--- src/design/charlieplex_scan_refresh_core_assert.svh ---
// ----------------------------------------------------------------------------
// Charlieplex scan refresh assertion macros
// Shorthand for the concurrent checks of the scan refresh core. The module
// that uses them provides clk and rst.
// ----------------------------------------------------------------------------
`ifndef CHARLIEPLEX_SCAN_REFRESH_CORE_ASSERT_SVH
`define CHARLIEPLEX_SCAN_REFRESH_CORE_ASSERT_SVH

// The consequent must hold in the same cycle as the antecedent.
`define CPSR_ASSERT_SAME(name, ante, cons, msg) \
  name: assert property (@(posedge clk) disable iff (rst) (ante) |-> (cons)) \
    else $error(msg);

// The consequent must hold in the cycle after the antecedent.
`define CPSR_ASSERT_NEXT(name, ante, cons, msg) \
  name: assert property (@(posedge clk) disable iff (rst) (ante) |=> (cons)) \
    else $error(msg);

`endif

--- src/design/cpsr_pkg.sv ---
`default_nettype none
// ----------------------------------------------------------------------------
// Charlieplex scan refresh package
// Field widths, stream packing offsets, command codes and the request types
// shared by the front end, the back end and the top level.
// ----------------------------------------------------------------------------
package cpsr_pkg;

  // Default geometry of the matrix.
  localparam int PORT_WIDTH_DEF   = 8;
  localparam int PORT_COUNT_DEF   = 3;
  localparam int BUFFER_COUNT_DEF = 2;

  // Field widths.
  localparam int CMD_W      = 2;
  localparam int SEL_W      = 2;
  localparam int BYTE_W     = 8;
  localparam int PORT_IDX_W = 2;
  localparam int LINE_IDX_W = 5;
  localparam int OUT_PIN_W  = 24;

  // Input tdata packing, lowest field first.
  localparam int BSEL_LSB  = 0;
  localparam int DATA_LSB  = BSEL_LSB + SEL_W;
  localparam int PORT_LSB  = DATA_LSB + BYTE_W;
  localparam int LINE_LSB  = PORT_LSB + PORT_IDX_W;
  localparam int MASK_LSB  = LINE_LSB + LINE_IDX_W;
  localparam int SHOW_LSB  = MASK_LSB + BYTE_W;
  localparam int S_TDATA_W = 32;

  // Output tdata packing, lowest field first.
  localparam int EN_LSB       = 0;
  localparam int LEVEL_LSB    = EN_LSB + OUT_PIN_W;
  localparam int LINE_OUT_LSB = LEVEL_LSB + OUT_PIN_W;
  localparam int M_TDATA_W    = 56;

  // Command codes.
  localparam logic [CMD_W-1:0] CMD_TICK   = 2'd0;
  localparam logic [CMD_W-1:0] CMD_FILL   = 2'd1;
  localparam logic [CMD_W-1:0] CMD_INVERT = 2'd2;
  localparam logic [CMD_W-1:0] CMD_WRITE  = 2'd3;

  // One checked request as it waits in the queue.
  typedef struct packed {
    logic [CMD_W-1:0]      cmd;
    logic [SEL_W-1:0]      bsel;
    logic [BYTE_W-1:0]     data;
    logic [PORT_IDX_W-1:0] port;
    logic [LINE_IDX_W-1:0] line;
    logic [BYTE_W-1:0]     mask;
    logic                  show;
  } cpsr_op_t;

  // Head of the queue as seen by the back end.
  typedef struct packed {
    logic     valid;
    cpsr_op_t op;
  } cpsr_head_t;

  // Back end status.
  typedef struct packed {
    logic clearing;
    logic idle;
  } cpsr_stat_t;

endpackage
`default_nettype wire

--- src/design/charlieplex_scan_refresh_core.sv ---
// Tick path: an accepted request is queued, popped by the back end in IDLE, read
// in READ and registered as a result in MODIFY once the output register is free.
// Sequencing: a tick or masked write passes IDLE, READ and MODIFY (a tick waits
// while the output is held), a fill sweeps all rows in FILL and an invert runs
// READ and MODIFY per row. Reset: synchronous; afterwards a clearing pass over all
// BUFFER_COUNT * LINES rows (48 by default) zeroes the frame store before requests.
`default_nettype none
`include "charlieplex_scan_refresh_core_assert.svh"
// ----------------------------------------------------------------------------
// Charlieplex scan refresh core
// Double buffered charlieplexed LED matrix scanner: a front end checks and
// queues requests, a back end updates the frame store and drives the pins.
// ----------------------------------------------------------------------------
module charlieplex_scan_refresh_core #(
  parameter int PORT_WIDTH   = cpsr_pkg::PORT_WIDTH_DEF,
  parameter int PORT_COUNT   = cpsr_pkg::PORT_COUNT_DEF,
  parameter int BUFFER_COUNT = cpsr_pkg::BUFFER_COUNT_DEF
) (
  input  logic                           clk,
  input  logic                           rst,
  input  logic                           s_tvalid,
  output logic                           s_tready,
  // buffer_sel[1:0], fill_value[9:2], port_index[11:10], line_index[16:12],
  // bit_mask[24:17], show_after[25], zeros above
  input  logic [cpsr_pkg::S_TDATA_W-1:0] s_tdata,
  // cmd[1:0]
  input  logic [cpsr_pkg::CMD_W-1:0]     s_tuser,
  output logic                           m_tvalid,
  input  logic                           m_tready,
  // drive_enable[23:0], drive_level[47:24], active_line[52:48], zeros above
  output logic [cpsr_pkg::M_TDATA_W-1:0] m_tdata,
  // frame_wrap
  output logic                           m_tlast
);

  import cpsr_pkg::*;

  localparam int LINES = PORT_WIDTH * PORT_COUNT;

  cpsr_head_t head;
  cpsr_stat_t stat;
  logic       pop;

  // Request checking and queueing.
  cpsr_front #(
    .PORT_COUNT   (PORT_COUNT),
    .BUFFER_COUNT (BUFFER_COUNT),
    .LINES        (LINES)
  ) u_front (
    .clk      (clk),
    .rst      (rst),
    .s_tvalid (s_tvalid),
    .s_tready (s_tready),
    .s_tdata  (s_tdata),
    .s_tuser  (s_tuser),
    .head     (head),
    .pop      (pop)
  );

  // Frame store sequencing and pin drive.
  cpsr_back #(
    .PORT_WIDTH   (PORT_WIDTH),
    .PORT_COUNT   (PORT_COUNT),
    .BUFFER_COUNT (BUFFER_COUNT)
  ) u_back (
    .clk      (clk),
    .rst      (rst),
    .head     (head),
    .pop      (pop),
    .stat     (stat),
    .m_tvalid (m_tvalid),
    .m_tready (m_tready),
    .m_tdata  (m_tdata),
    .m_tlast  (m_tlast)
  );

  // The back end only takes a request when one is queued and it is idle.
  `CPSR_ASSERT_SAME(a_pop_legal, pop, head.valid && stat.idle, "pop without request")

  // No request is executed while the frame store is still being cleared.
  `CPSR_ASSERT_SAME(a_no_pop_clear, stat.clearing, !pop, "pop during clearing pass")

  // A frame ends only on the last scan line.
  `CPSR_ASSERT_SAME(a_wrap_line, m_tvalid && m_tlast,
    m_tdata[LINE_OUT_LSB +: LINE_IDX_W] == LINE_IDX_W'(LINES - 1), "wrap off last line")

endmodule
`default_nettype wire

--- src/design/cpsr_ram.sv ---
`default_nettype none
// ----------------------------------------------------------------------------
// Charlieplex scan refresh RAM
// Generic single write port, single read port memory with registered read.
// ----------------------------------------------------------------------------
module cpsr_ram #(
  parameter int WIDTH = 8,
  parameter int DEPTH = 2
) (
  input  logic                     clk,
  input  logic                     we,
  input  logic [$clog2(DEPTH)-1:0] waddr,
  input  logic [WIDTH-1:0]         wdata,
  input  logic                     re,
  input  logic [$clog2(DEPTH)-1:0] raddr,
  output logic [WIDTH-1:0]         rdata
);

  logic [WIDTH-1:0] mem [DEPTH];

  // Write port and registered read port; read data holds when re is low.
  always_ff @(posedge clk) begin
    if (we) begin
      mem[waddr] <= wdata;
    end
    if (re) begin
      rdata <= mem[raddr];
    end
  end

endmodule
`default_nettype wire

--- src/design/cpsr_front.sv ---
`default_nettype none
// ----------------------------------------------------------------------------
// Charlieplex scan refresh front end
// Accepts stream requests, drops those that address a buffer or a location
// that does not exist, and queues the rest for the back end.
// ----------------------------------------------------------------------------
module cpsr_front #(
  parameter int PORT_COUNT   = 3,
  parameter int BUFFER_COUNT = 2,
  parameter int LINES        = 24
) (
  input  logic                             clk,
  input  logic                             rst,
  input  logic                             s_tvalid,
  output logic                             s_tready,
  input  logic [cpsr_pkg::S_TDATA_W-1:0]   s_tdata,
  input  logic [cpsr_pkg::CMD_W-1:0]       s_tuser,
  output cpsr_pkg::cpsr_head_t             head,
  input  logic                             pop
);

  import cpsr_pkg::*;

  localparam int QDEPTH = 2;
  localparam int PTR_W  = $clog2(QDEPTH);
  localparam int CNT_W  = $clog2(QDEPTH + 1);

  cpsr_op_t          in_op;
  logic              sel_ok;
  logic              addr_ok;
  logic              keep;
  logic              push;
  cpsr_op_t          entries [QDEPTH];
  logic [PTR_W-1:0]  wr_ptr;
  logic [PTR_W-1:0]  rd_ptr;
  logic [CNT_W-1:0]  count;
  logic [CNT_W-1:0]  count_next;

  // Unpack the request fields.
  always_comb begin
    in_op.cmd  = s_tuser;
    in_op.bsel = s_tdata[BSEL_LSB +: SEL_W];
    in_op.data = s_tdata[DATA_LSB +: BYTE_W];
    in_op.port = s_tdata[PORT_LSB +: PORT_IDX_W];
    in_op.line = s_tdata[LINE_LSB +: LINE_IDX_W];
    in_op.mask = s_tdata[MASK_LSB +: BYTE_W];
    in_op.show = s_tdata[SHOW_LSB];
  end

  // Classify: ticks always run, other commands need a real buffer, and a
  // masked write also needs a real port and line.
  assign sel_ok  = 32'(in_op.bsel) < BUFFER_COUNT;
  assign addr_ok = (32'(in_op.port) < PORT_COUNT) && (32'(in_op.line) < LINES);
  assign keep    = (in_op.cmd == CMD_TICK) ||
                   (sel_ok && ((in_op.cmd != CMD_WRITE) || addr_ok));

  assign s_tready = (count != CNT_W'(QDEPTH));
  assign push     = s_tvalid && s_tready && keep;

  // Queue occupancy.
  always_comb begin
    unique case ({push, pop})
      2'b10:   count_next = count + CNT_W'(1);
      2'b01:   count_next = count - CNT_W'(1);
      default: count_next = count;
    endcase
  end

  // Queue pointers.
  always_ff @(posedge clk) begin
    if (rst) begin
      wr_ptr <= '0;
      rd_ptr <= '0;
      count  <= '0;
    end else begin
      if (push) begin
        wr_ptr <= wr_ptr + PTR_W'(1);
      end
      if (pop) begin
        rd_ptr <= rd_ptr + PTR_W'(1);
      end
      count <= count_next;
    end
  end

  // Queue storage.
  always_ff @(posedge clk) begin
    if (push) begin
      entries[wr_ptr] <= in_op;
    end
  end

  assign head.valid = (count != '0);
  assign head.op    = entries[rd_ptr];

endmodule
`default_nettype wire

--- src/design/cpsr_back.sv ---
`default_nettype none
// ----------------------------------------------------------------------------
// Charlieplex scan refresh back end
// Sequencer over the frame store: clears it after reset, runs fills,
// inversions and masked writes row by row, and turns ticks into pin drive
// results held in an output register.
// ----------------------------------------------------------------------------
module cpsr_back #(
  parameter int PORT_WIDTH   = 8,
  parameter int PORT_COUNT   = 3,
  parameter int BUFFER_COUNT = 2
) (
  input  logic                           clk,
  input  logic                           rst,
  input  cpsr_pkg::cpsr_head_t           head,
  output logic                           pop,
  output cpsr_pkg::cpsr_stat_t           stat,
  output logic                           m_tvalid,
  input  logic                           m_tready,
  output logic [cpsr_pkg::M_TDATA_W-1:0] m_tdata,
  output logic                           m_tlast
);

  import cpsr_pkg::*;

  localparam int LINES  = PORT_WIDTH * PORT_COUNT;
  localparam int ROW_W  = PORT_WIDTH * PORT_COUNT;
  localparam int DEPTH  = BUFFER_COUNT * LINES;
  localparam int ADDR_W = $clog2(DEPTH);
  localparam int LINE_W = $clog2(LINES);
  localparam int EXT_W  = (ROW_W > OUT_PIN_W) ? ROW_W : OUT_PIN_W;

  localparam logic [2:0] ST_CLEAR  = 3'd0;
  localparam logic [2:0] ST_IDLE   = 3'd1;
  localparam logic [2:0] ST_FILL   = 3'd2;
  localparam logic [2:0] ST_READ   = 3'd3;
  localparam logic [2:0] ST_MODIFY = 3'd4;

  logic [2:0]            state;
  cpsr_op_t              op;
  logic [LINE_W-1:0]     row_cnt;
  logic [ADDR_W-1:0]     clr_cnt;
  logic [LINE_W-1:0]     scan_line;
  logic [SEL_W-1:0]      shown_buffer;
  logic [SEL_W-1:0]      pending_buffer;
  logic [OUT_PIN_W-1:0]  out_en;
  logic [OUT_PIN_W-1:0]  out_level;
  logic [LINE_IDX_W-1:0] out_line;
  logic                  out_wrap;

  logic [SEL_W-1:0]      acc_sel;
  logic [LINE_W-1:0]     acc_line;
  logic [ADDR_W-1:0]     acc_addr;
  logic [PORT_WIDTH-1:0] word_data;
  logic [PORT_WIDTH-1:0] word_mask;
  logic [ROW_W-1:0]      fill_row;
  logic [ROW_W-1:0]      mask_row;
  logic [ROW_W-1:0]      data_row;
  logic [ROW_W-1:0]      rd_data;
  logic [ROW_W-1:0]      wr_data;
  logic                  ram_we;
  logic                  ram_re;
  logic [ADDR_W-1:0]     ram_waddr;
  logic [EXT_W-1:0]      row_ext;
  logic [OUT_PIN_W-1:0]  sink;
  logic                  last_row;
  logic                  line_wrap;
  logic                  out_free;
  logic                  tick_done;

  // Row address of the current request: ticks read the shown buffer at the
  // scan line, masked writes their own line, fill and invert sweep rows.
  always_comb begin
    unique case (op.cmd)
      CMD_TICK: begin
        acc_sel  = shown_buffer;
        acc_line = scan_line;
      end
      CMD_WRITE: begin
        acc_sel  = op.bsel;
        acc_line = LINE_W'(op.line);
      end
      default: begin
        acc_sel  = op.bsel;
        acc_line = row_cnt;
      end
    endcase
    acc_addr = ADDR_W'(32'(acc_sel) * LINES + 32'(acc_line));
  end

  // Row data for fills and masked writes, kept to the port width.
  always_comb begin
    word_data = PORT_WIDTH'(op.data);
    word_mask = PORT_WIDTH'(op.mask);
    fill_row  = {PORT_COUNT{word_data}};
    mask_row  = ROW_W'(word_mask) << (32'(op.port) * PORT_WIDTH);
    data_row  = ROW_W'(word_data & word_mask) << (32'(op.port) * PORT_WIDTH);
  end

  // Memory write selection.
  always_comb begin
    ram_re    = (state == ST_READ);
    ram_we    = (state == ST_CLEAR) || (state == ST_FILL) ||
                ((state == ST_MODIFY) && (op.cmd != CMD_TICK));
    ram_waddr = (state == ST_CLEAR) ? clr_cnt : acc_addr;
    if (state == ST_CLEAR) begin
      wr_data = '0;
    end else if (state == ST_FILL) begin
      wr_data = fill_row;
    end else if (op.cmd == CMD_INVERT) begin
      wr_data = ~rd_data;
    end else begin
      wr_data = (rd_data & ~mask_row) | data_row;
    end
  end

  cpsr_ram #(
    .WIDTH (ROW_W),
    .DEPTH (DEPTH)
  ) u_store (
    .clk   (clk),
    .we    (ram_we),
    .waddr (ram_waddr),
    .wdata (wr_data),
    .re    (ram_re),
    .raddr (acc_addr),
    .rdata (rd_data)
  );

  // Pin drive for a tick: stored sources plus the sink pin, sink driven low.
  always_comb begin
    row_ext = EXT_W'(rd_data);
    for (int i = 0; i < OUT_PIN_W; i++) begin
      sink[i] = (32'(scan_line) == i);
    end
  end

  assign last_row  = (row_cnt == LINE_W'(LINES - 1));
  assign line_wrap = (scan_line == LINE_W'(LINES - 1));
  assign out_free  = !m_tvalid || m_tready;
  assign tick_done = (state == ST_MODIFY) && (op.cmd == CMD_TICK) && out_free;
  assign pop       = (state == ST_IDLE) && head.valid;

  // Sequencer and scan state.
  always_ff @(posedge clk) begin
    if (rst) begin
      state          <= ST_CLEAR;
      row_cnt        <= '0;
      clr_cnt        <= '0;
      scan_line      <= '0;
      shown_buffer   <= '0;
      pending_buffer <= '0;
      m_tvalid       <= 1'b0;
    end else begin
      // The result register fills on a finished tick and empties when taken.
      if (tick_done) begin
        m_tvalid <= 1'b1;
      end else if (m_tready) begin
        m_tvalid <= 1'b0;
      end
      unique case (state)
        ST_CLEAR: begin
          clr_cnt <= clr_cnt + ADDR_W'(1);
          if (clr_cnt == ADDR_W'(DEPTH - 1)) begin
            state <= ST_IDLE;
          end
        end
        ST_IDLE: begin
          if (head.valid) begin
            row_cnt <= '0;
            state   <= (head.op.cmd == CMD_FILL) ? ST_FILL : ST_READ;
          end
        end
        ST_FILL: begin
          row_cnt <= row_cnt + LINE_W'(1);
          if (last_row) begin
            pending_buffer <= op.bsel;
            state          <= ST_IDLE;
          end
        end
        ST_READ: begin
          state <= ST_MODIFY;
        end
        ST_MODIFY: begin
          unique case (op.cmd)
            CMD_TICK: begin
              if (out_free) begin
                if (line_wrap) begin
                  scan_line    <= '0;
                  shown_buffer <= pending_buffer;
                end else begin
                  scan_line <= scan_line + LINE_W'(1);
                end
                state <= ST_IDLE;
              end
            end
            CMD_INVERT: begin
              if (last_row) begin
                pending_buffer <= op.bsel;
                state          <= ST_IDLE;
              end else begin
                row_cnt <= row_cnt + LINE_W'(1);
                state   <= ST_READ;
              end
            end
            CMD_WRITE: begin
              if (op.show) begin
                pending_buffer <= op.bsel;
              end
              state <= ST_IDLE;
            end
            default: begin
              state <= ST_IDLE;
            end
          endcase
        end
        default: begin
          state <= ST_IDLE;
        end
      endcase
    end
  end

  // Request and result payload registers.
  always_ff @(posedge clk) begin
    if (pop) begin
      op <= head.op;
    end
    if (tick_done) begin
      out_en    <= row_ext[OUT_PIN_W-1:0] | sink;
      out_level <= ~sink;
      out_line  <= LINE_IDX_W'(scan_line);
      out_wrap  <= line_wrap;
    end
  end

  assign m_tdata       = M_TDATA_W'({out_line, out_level, out_en});
  assign m_tlast       = out_wrap;
  assign stat.clearing = (state == ST_CLEAR);
  assign stat.idle     = (state == ST_IDLE);

endmodule
`default_nettype wire
--- config.mk ---
export PLATFORM = sky130hd
export DESIGN_NAME = charlieplex_scan_refresh_core
export DESIGN_NICKNAME = d
export VERILOG_FILES = /design/src/design/cpsr_pkg.sv /design/src/design/charlieplex_scan_refresh_core.sv /design/src/design/cpsr_ram.sv /design/src/design/cpsr_front.sv /design/src/design/cpsr_back.sv
export VERILOG_INCLUDE_DIRS = /design/src /design/src/design
export SDC_FILE = /design/constraint.sdc
export NUM_CORES = 2
export LEC_CHECK = 0
export ABC_CLOCK_PERIOD_IN_PS = 8200
export BUFFER_PORTS_ARGS = -buffer_cell sky130_fd_sc_hd__buf_4
export CAP_MARGIN = 10
export CORE_MARGIN = 10
export CORE_UTILIZATION = 30
export DETAILED_ROUTE_END_ITERATION = 7
export MAX_ROUTING_LAYER = met4
export PLACE_DENSITY = 0.56
export SETUP_SLACK_MARGIN = 0.2
export SLEW_MARGIN = 15
export SYNTH_ARGS = -nofsm -noshare
export SYNTH_HDL_FRONTEND = slang
export SYNTH_SLANG_ARGS = --single-unit
--- constraint.sdc ---
create_clock -name clk -period 8.2 [get_ports clk]
set_input_delay 2.46 -clock clk [delete_from_list [all_inputs] [get_ports clk]]
set_output_delay 2.46 -clock clk [all_outputs]
set_load 0.01 [all_outputs]
# ---- After elaboration in Yosys (flattened, before gate mapping)
# Memories as Yosys holds them, arrays and structs flattened. A register that Yosys moved wholly into a read port is not among the register bits.
# Cells that the tools add are included.
# W data, S select, Z words.
dict set report totals {
  register_bits 110
  mem_count 2
  ram_bits 1208
  out_inout_bits 59
}
# name depth width rd rd_ports_with_merged_regs wr line_no
set mem_list {}
lappend mem_list {u_back.u_store.mem 48 24 1 1 1 cpsr_ram.sv:19} ;# logic [WIDTH-1:0] mem [DEPTH];
lappend mem_list {u_front.entries 2 28 1 1 1 cpsr_front.sv:33} ;# cpsr_op_t entries [QDEPTH];
dict set report classes {
  bitwise_logic 7
  n_addsub 8
  multipliers 1
  eq_ne 44
  order_cmp 3
  muxes 32
  reduce_logical 29
  n_shift 2
}
# cell count
set op_table {}
lappend op_table {{$mux W24} 3}
lappend op_table {{$not A24 Y24} 3}
lappend op_table {{$or A24 B24 Y24} 2}
lappend op_table {{$eq A5 B5 Y1 const B} 9}
lappend op_table {{$eq A5 B4 Y1 const B} 8}
lappend op_table {{$and A24 B24 Y24} 1}
lappend op_table {{$shl A24 B5 Y24} 1}
lappend op_table {{$shl A8 B5 Y24} 1}
lappend op_table {{$eq A5 B3 Y1 const B} 4}
lappend op_table {{$mux W5} 4}
lappend op_table {{$pmux W3 S5} 1}
lappend op_table {{$pmux W5 S3} 1}
lappend op_table {{$mux W3} 4}
lappend op_table {{$pmux W2 S2} 3}
lappend op_table {{$reduce_and A4 Y1} 3}
lappend op_table {{$add A5 B1 Y5 const B} 2}
lappend op_table {{$eq A5 B2 Y1 const B} 2}
lappend op_table {{$pmux W5 S2} 1}
lappend op_table {{$reduce_bool A2 Y1} 5}
lappend op_table {{$mux W1} 9}
lappend op_table {{$and A8 B8 Y8} 1}
lappend op_table {{$logic_and A1 B1 Y1} 8}
lappend op_table {{$mux W2} 4}
lappend op_table {{$ne A2 B2 Y1 const B} 4}
lappend op_table {{other kinds (27)} 42}

# ---- Depth between registers and ports, before layout
dict set report depth {
  word_depth 8
  mapped_depth 18
  depth_no_buf 12
}

# ---- By module
# From an unflattened synthesis, not the netlist that was laid out.
dict set report hier_totals {
  hier_cells 2791
  area_unflattened_um2 53023.4
}
# mod area_per_inst_um2 instances cells_each
set by_module_without_submodules {}
lappend by_module_without_submodules {cpsr_ram 45413.6 1 2209}
lappend by_module_without_submodules {cpsr_back 5318.9 1 468}
lappend by_module_without_submodules {cpsr_front 2290.9 1 114}

# ---- Worst setup path before layout
# OpenSTA, ideal clock, no wires.
dict set report synth_path {
  kind {input to register}
  startpoint {input port m_tready}
  endpoint {register u_back.scan_line[4]}
  path_buffers 0
  required_time_ns 7.857
  slack_ns -0.153
  path_stages 5
  t_arrival_ns 8.010
  cell_sequence {nor2b_1 > nor3b_1 > nand2_1 > nand2b_1 > a211oi_1}
}
dict set report synth_via {
  elab_chain_cells 2
}
# item line_no
set synth_rtl {}
lappend synth_rtl {{start, declared} charlieplex_scan_refresh_core.sv:29} ;# input logic m_tready,
lappend synth_rtl {{$logic_or A1 B1 Y1} cpsr_back.sv:140} ;# assign out_free = !m_tvalid || m_tready;
lappend synth_rtl {{$reduce_and A3 Y1 (no line)} -}
lappend synth_rtl {{end signal, assigned} cpsr_back.sv:192} ;# scan_line <= scan_line + LINE_W'(1);
lappend synth_rtl {{end, declared} cpsr_back.sv:43} ;# logic [LINE_W-1:0] scan_line;
# No other way between the ends.
# A chain may end at the register's enable or synchronous reset.

# ---- Final worst setup path
dict set report layout_path {
  startpoint {register u_back.op[27] (netlist bit)}
  endpoint {register u_back.u_store.rdata[5] (read register of u_back.u_store.mem), data pin}
}
dict set report layout_via {
  elab_chain_cells 4
}
# item line_no
set layout_rtl {}
lappend layout_rtl {{start, declared} cpsr_back.sv:40} ;# cpsr_op_t op;
lappend layout_rtl {{start signal, assigned} cpsr_back.sv:227} ;# op <= head.op;
lappend layout_rtl {{$logic_not A2 Y1} cpsr_back.sv:74} ;# unique case (op.cmd)
lappend layout_rtl {{$mux W2} cpsr_back.sv:74}
lappend layout_rtl {{$mul A2 B2 Y3} cpsr_back.sv:88} ;# acc_addr = ADDR_W'(32'(acc_sel) * LINES + 32'(acc_line));
lappend layout_rtl {{$add A6 B5 Y6 *} cpsr_back.sv:88}
lappend layout_rtl {{end, declared} cpsr_ram.sv:16} ;# output logic [WIDTH-1:0] rdata
# Mark *: on every way between the ends. The rest lies on a longest branch, timed or not.

==> flow_summary_export.csv <==
group,metric,value,unit
clock_tree,max-clock-path-buffers,3,
timing,period_minus_slack,5200,ps
die,die_h,452,um
power,p_int,12700,uW
power,combinationalPowerShare,15.8,%
timing,slew_violations,0,
power,ir_worst_vdd,0.219,mV
synthesis,synth_area_leaders,"edfxtp_1, mux4_2, nand2_1, a221oi_1, and3_1",
clock_tree,root_buffer,"clkbuf_16",
finish,most-common-layout-cells,"edfxtp_1, nand2_1, nand3_1, and3_1, buf_4",
global_route,overflow,0,
timing,tightest_slew,1120,ps
place,port_buffers,87,
synthesis,netlist.area_leader.share,70.5,%
synthesis,ys_seq_elements,1343,
power,pwr-share-seq,48.5,%
drt,postRouteAntennaNets,0,
global_route,track_usage,15.5,%
power,power_switching_share,27.3,%
global_route,grt_pass1_wl,232,mm
synthesis,ys_types,58,
synthesis,yosysTopAreaCell,"edfxtp_1",
drt,drtIter0Drc,3618,
clock_tree,clk_pin_slew,60,ps
synthesis,yosys_warnings,0,
timing,fmax,192,MHz
die,start_util,30.2,%
power,leakagePower,0.0215,uW
synthesis,synth_edf_count,1314,
status,status,"finished, final reports clean",
hold_path,hold_class,"register to register",
worst_setup_path,cp-start-kind,"register",
power,p_clk_share,35.7,%
clock_tree,postCtsSetupBuffers,0,
finish,layout-drive-gt1-share,16.1,%
worst_setup_path,cp.arrival,5840,ps
place,place_inst,6167,
timing,finalHoldViolCount,0,
finish,fillers,17770,
worst_setup_path,endpoint_kind,"register",
clock_tree,cts_buffers,141,
worst_setup_path,required,8840,ps
die,num_rows,158,
die,io_pins,97,
timing,max_slew_margin,25.2,%
timing,setup_viol,0,
synthesis,seq_area_frac_synth,71.5,%
clock_tree,ctsResizeCount,0,
power,p_per_area,271,nW/um2
place,gp_congestion,0.840,
global_route,grt_max_degree,133,
flow_run,drv_cap,0,
drt,wirelength,159,mm
drt,route.detailed.drc,0,
power,power.net_switching,4780,uW
timing,clock_skew,32.9,ps
timing,rsz0062_at_grt,"false",
finish,layout_commonest_cell,"edfxtp_1",
clock_tree,clock_latency,780,ps
clock_tree,cts_hold_buf,0,
drt,viasPerCell,5.45,
global_route,antenna_found_initial,8,
timing,finalSetupTns,0,ps
clock_tree,cts_tree,"yes",
worst_setup_path,cp_max_fo,74,
drt,drt_first_pass_iters,8,
die,dieArea,204000,um2
finish,areaGrowthSynthToFinish,15.4,%
synthesis,synthArstFlopShare,0,%
hold_path,min_delay_path_depth,2,
timing,final.period_utilization,63.4,%
synthesis,syn_area_per_cell,14.8,um2
place,hpwlAfterDp,88.6,mm
synthesis,netlist_instances,3769,
worst_setup_path,r2r.worst_path.cells,11,
die,coreArea,185000,um2
worst_setup_path,critPathKind,"register to register",
synthesis,syn-cell-area,56000,um2
drt,vias,34982,
clock_tree,cts_max_level,4,
synthesis,ys.flop_type,"edfxtp_1",
clock_tree,cts_sinks,1343,
drt,wl_per_cell,24.8,um
finish,fin_nets,3882,
die,die_w,452,um
finish,finalNonFillerCells,6421,
global_route,grt_pass1_vias,34191,
[Yosys cell counts (11+ instances only)]
cell type  count
a22o_1        27
dfxtp_1       29
a2111oi_0     14
a211oi_1     181
mux4_2        89
a311oi_1      11
nand3_1      223
mux2_2        41
mux2i_1       19
inv_1         13
clkbuf_1     199
o21ai_0       53
nand2b_1      43
nor2b_1       12
a21oi_1      115
buf_1         35
a221o_1       81
mux2_1        14
a32oi_1       23
nand2_1      456
edfxtp_1    1314
a31oi_1       21
and3_1       223
o31ai_1       32
nor2_1        94
buf_2         51
a31o_1        13
ha_1          13
nand4_1       12
a22oi_1       49
a221oi_1     180
[layer usage]
metal	routed length (um)	global-route usage, %	vias up
li1	-	-	15256
met1	66100	19.9	17906
met2	75900	24.5	1501
met3	11800	2.82	319
met4	5530	5.57	0
met5	0	-	-
[state kept, by name, summed over array words and instances, names as in the netlist, 8 cells and up, named ones only]
register	flops
u_back.u_store.mem	1152
u_front.entries	56
u_back.out_en	24
u_back.out_level	24
u_back.u_store.rdata	24
u_back.op	12
u_back.word_data	8
u_back.word_mask	8
[worst paths after layout]
kind                                         start                                    end  slack, ps
max                        u_back.op[27]$_DFFE_PP_      u_back.u_store.rdata[5]$_DFFE_PN_       3000
min reg2reg  u_back.pending_buffer[1]$_SDFFE_PP0P_  u_back.pending_buffer[1]$_SDFFE_PP0P_        490
max reg2reg                u_back.op[27]$_DFFE_PP_      u_back.u_store.rdata[5]$_DFFE_PN_       3000
min          u_back.pending_buffer[1]$_SDFFE_PP0P_  u_back.pending_buffer[1]$_SDFFE_PP0P_        490
[power by group through the flow]
stage | Combinational [uW] | Clock, uW | Sequential, uW
4_1_cts | 2750 | 6340 | 8470
5_1_grt | 2950 | 6620 | 8500
6_report | 2770 | 6230 | 8480
2_1_floorplan | 1600 | 0 | 8620
3_5_place_dp | 2750 | 0 | 8620
3_3_place_gp | 2700 | 0 | 8600
[critical path: stages (launching register included)]
cell and delay, ps:
edfxtp_1 370, inv_1 80, ha_4 840, o21ai_0 230, ha_1 320, buf_4 280, clkinv_1 560, nor2_4 1050
buf_4 460, a22oi_1 110, a21oi_1 540, a31o_2 200
[through the flow]
| stage | setup WS, ps | instance area, um2 | hold WS, ps | power (uW) | utilization, % |
|---|---|---|---|---|---|
| CTS | 3070 | 64600 | 501 | 17600 | 34.8 |
| global placement | 3080 | 60100 | 473 | 11300 | 32.4 |
| floorplan | 2270 | 56000 | 406 | 10200 | - |
| global route | 2770 | 64600 | 534 | 18100 | 34.8 |
| finish | 3000 | 64600 | 493 | 17500 | 34.8 |
| detailed placement | 3090 | 60100 | 486 | 11400 | 32.4 |
[logic make-up after synthesis]
logic type	share of synthesized area [%]
AO/OA/AOI/OAI	11.3
XOR/XNOR	0.266
adder cells (fa/ha/maj)	0.326
buffers and inverters	2.27
flip-flops	71.5
multiplexers	5.03
other	0.00670
AND/OR/NAND/NOR	9.24
[area by class of cell]
class,instances,area [um2],share of cell area [%]
Antenna cell,2,5.00,0.00775
Clock buffer,171,3750,5.80
Clock inverter,81,704,1.09
Inverter,14,52.6,0.0814
Multi-Input combinational cell,2119,15300,23.6
Sequential cell,1343,40000,62.0
Tap cell,2480,3100,4.81
Timing Repair Buffer,211,1660,2.57
Note: power is estimated with default switching activity, not from simulation.
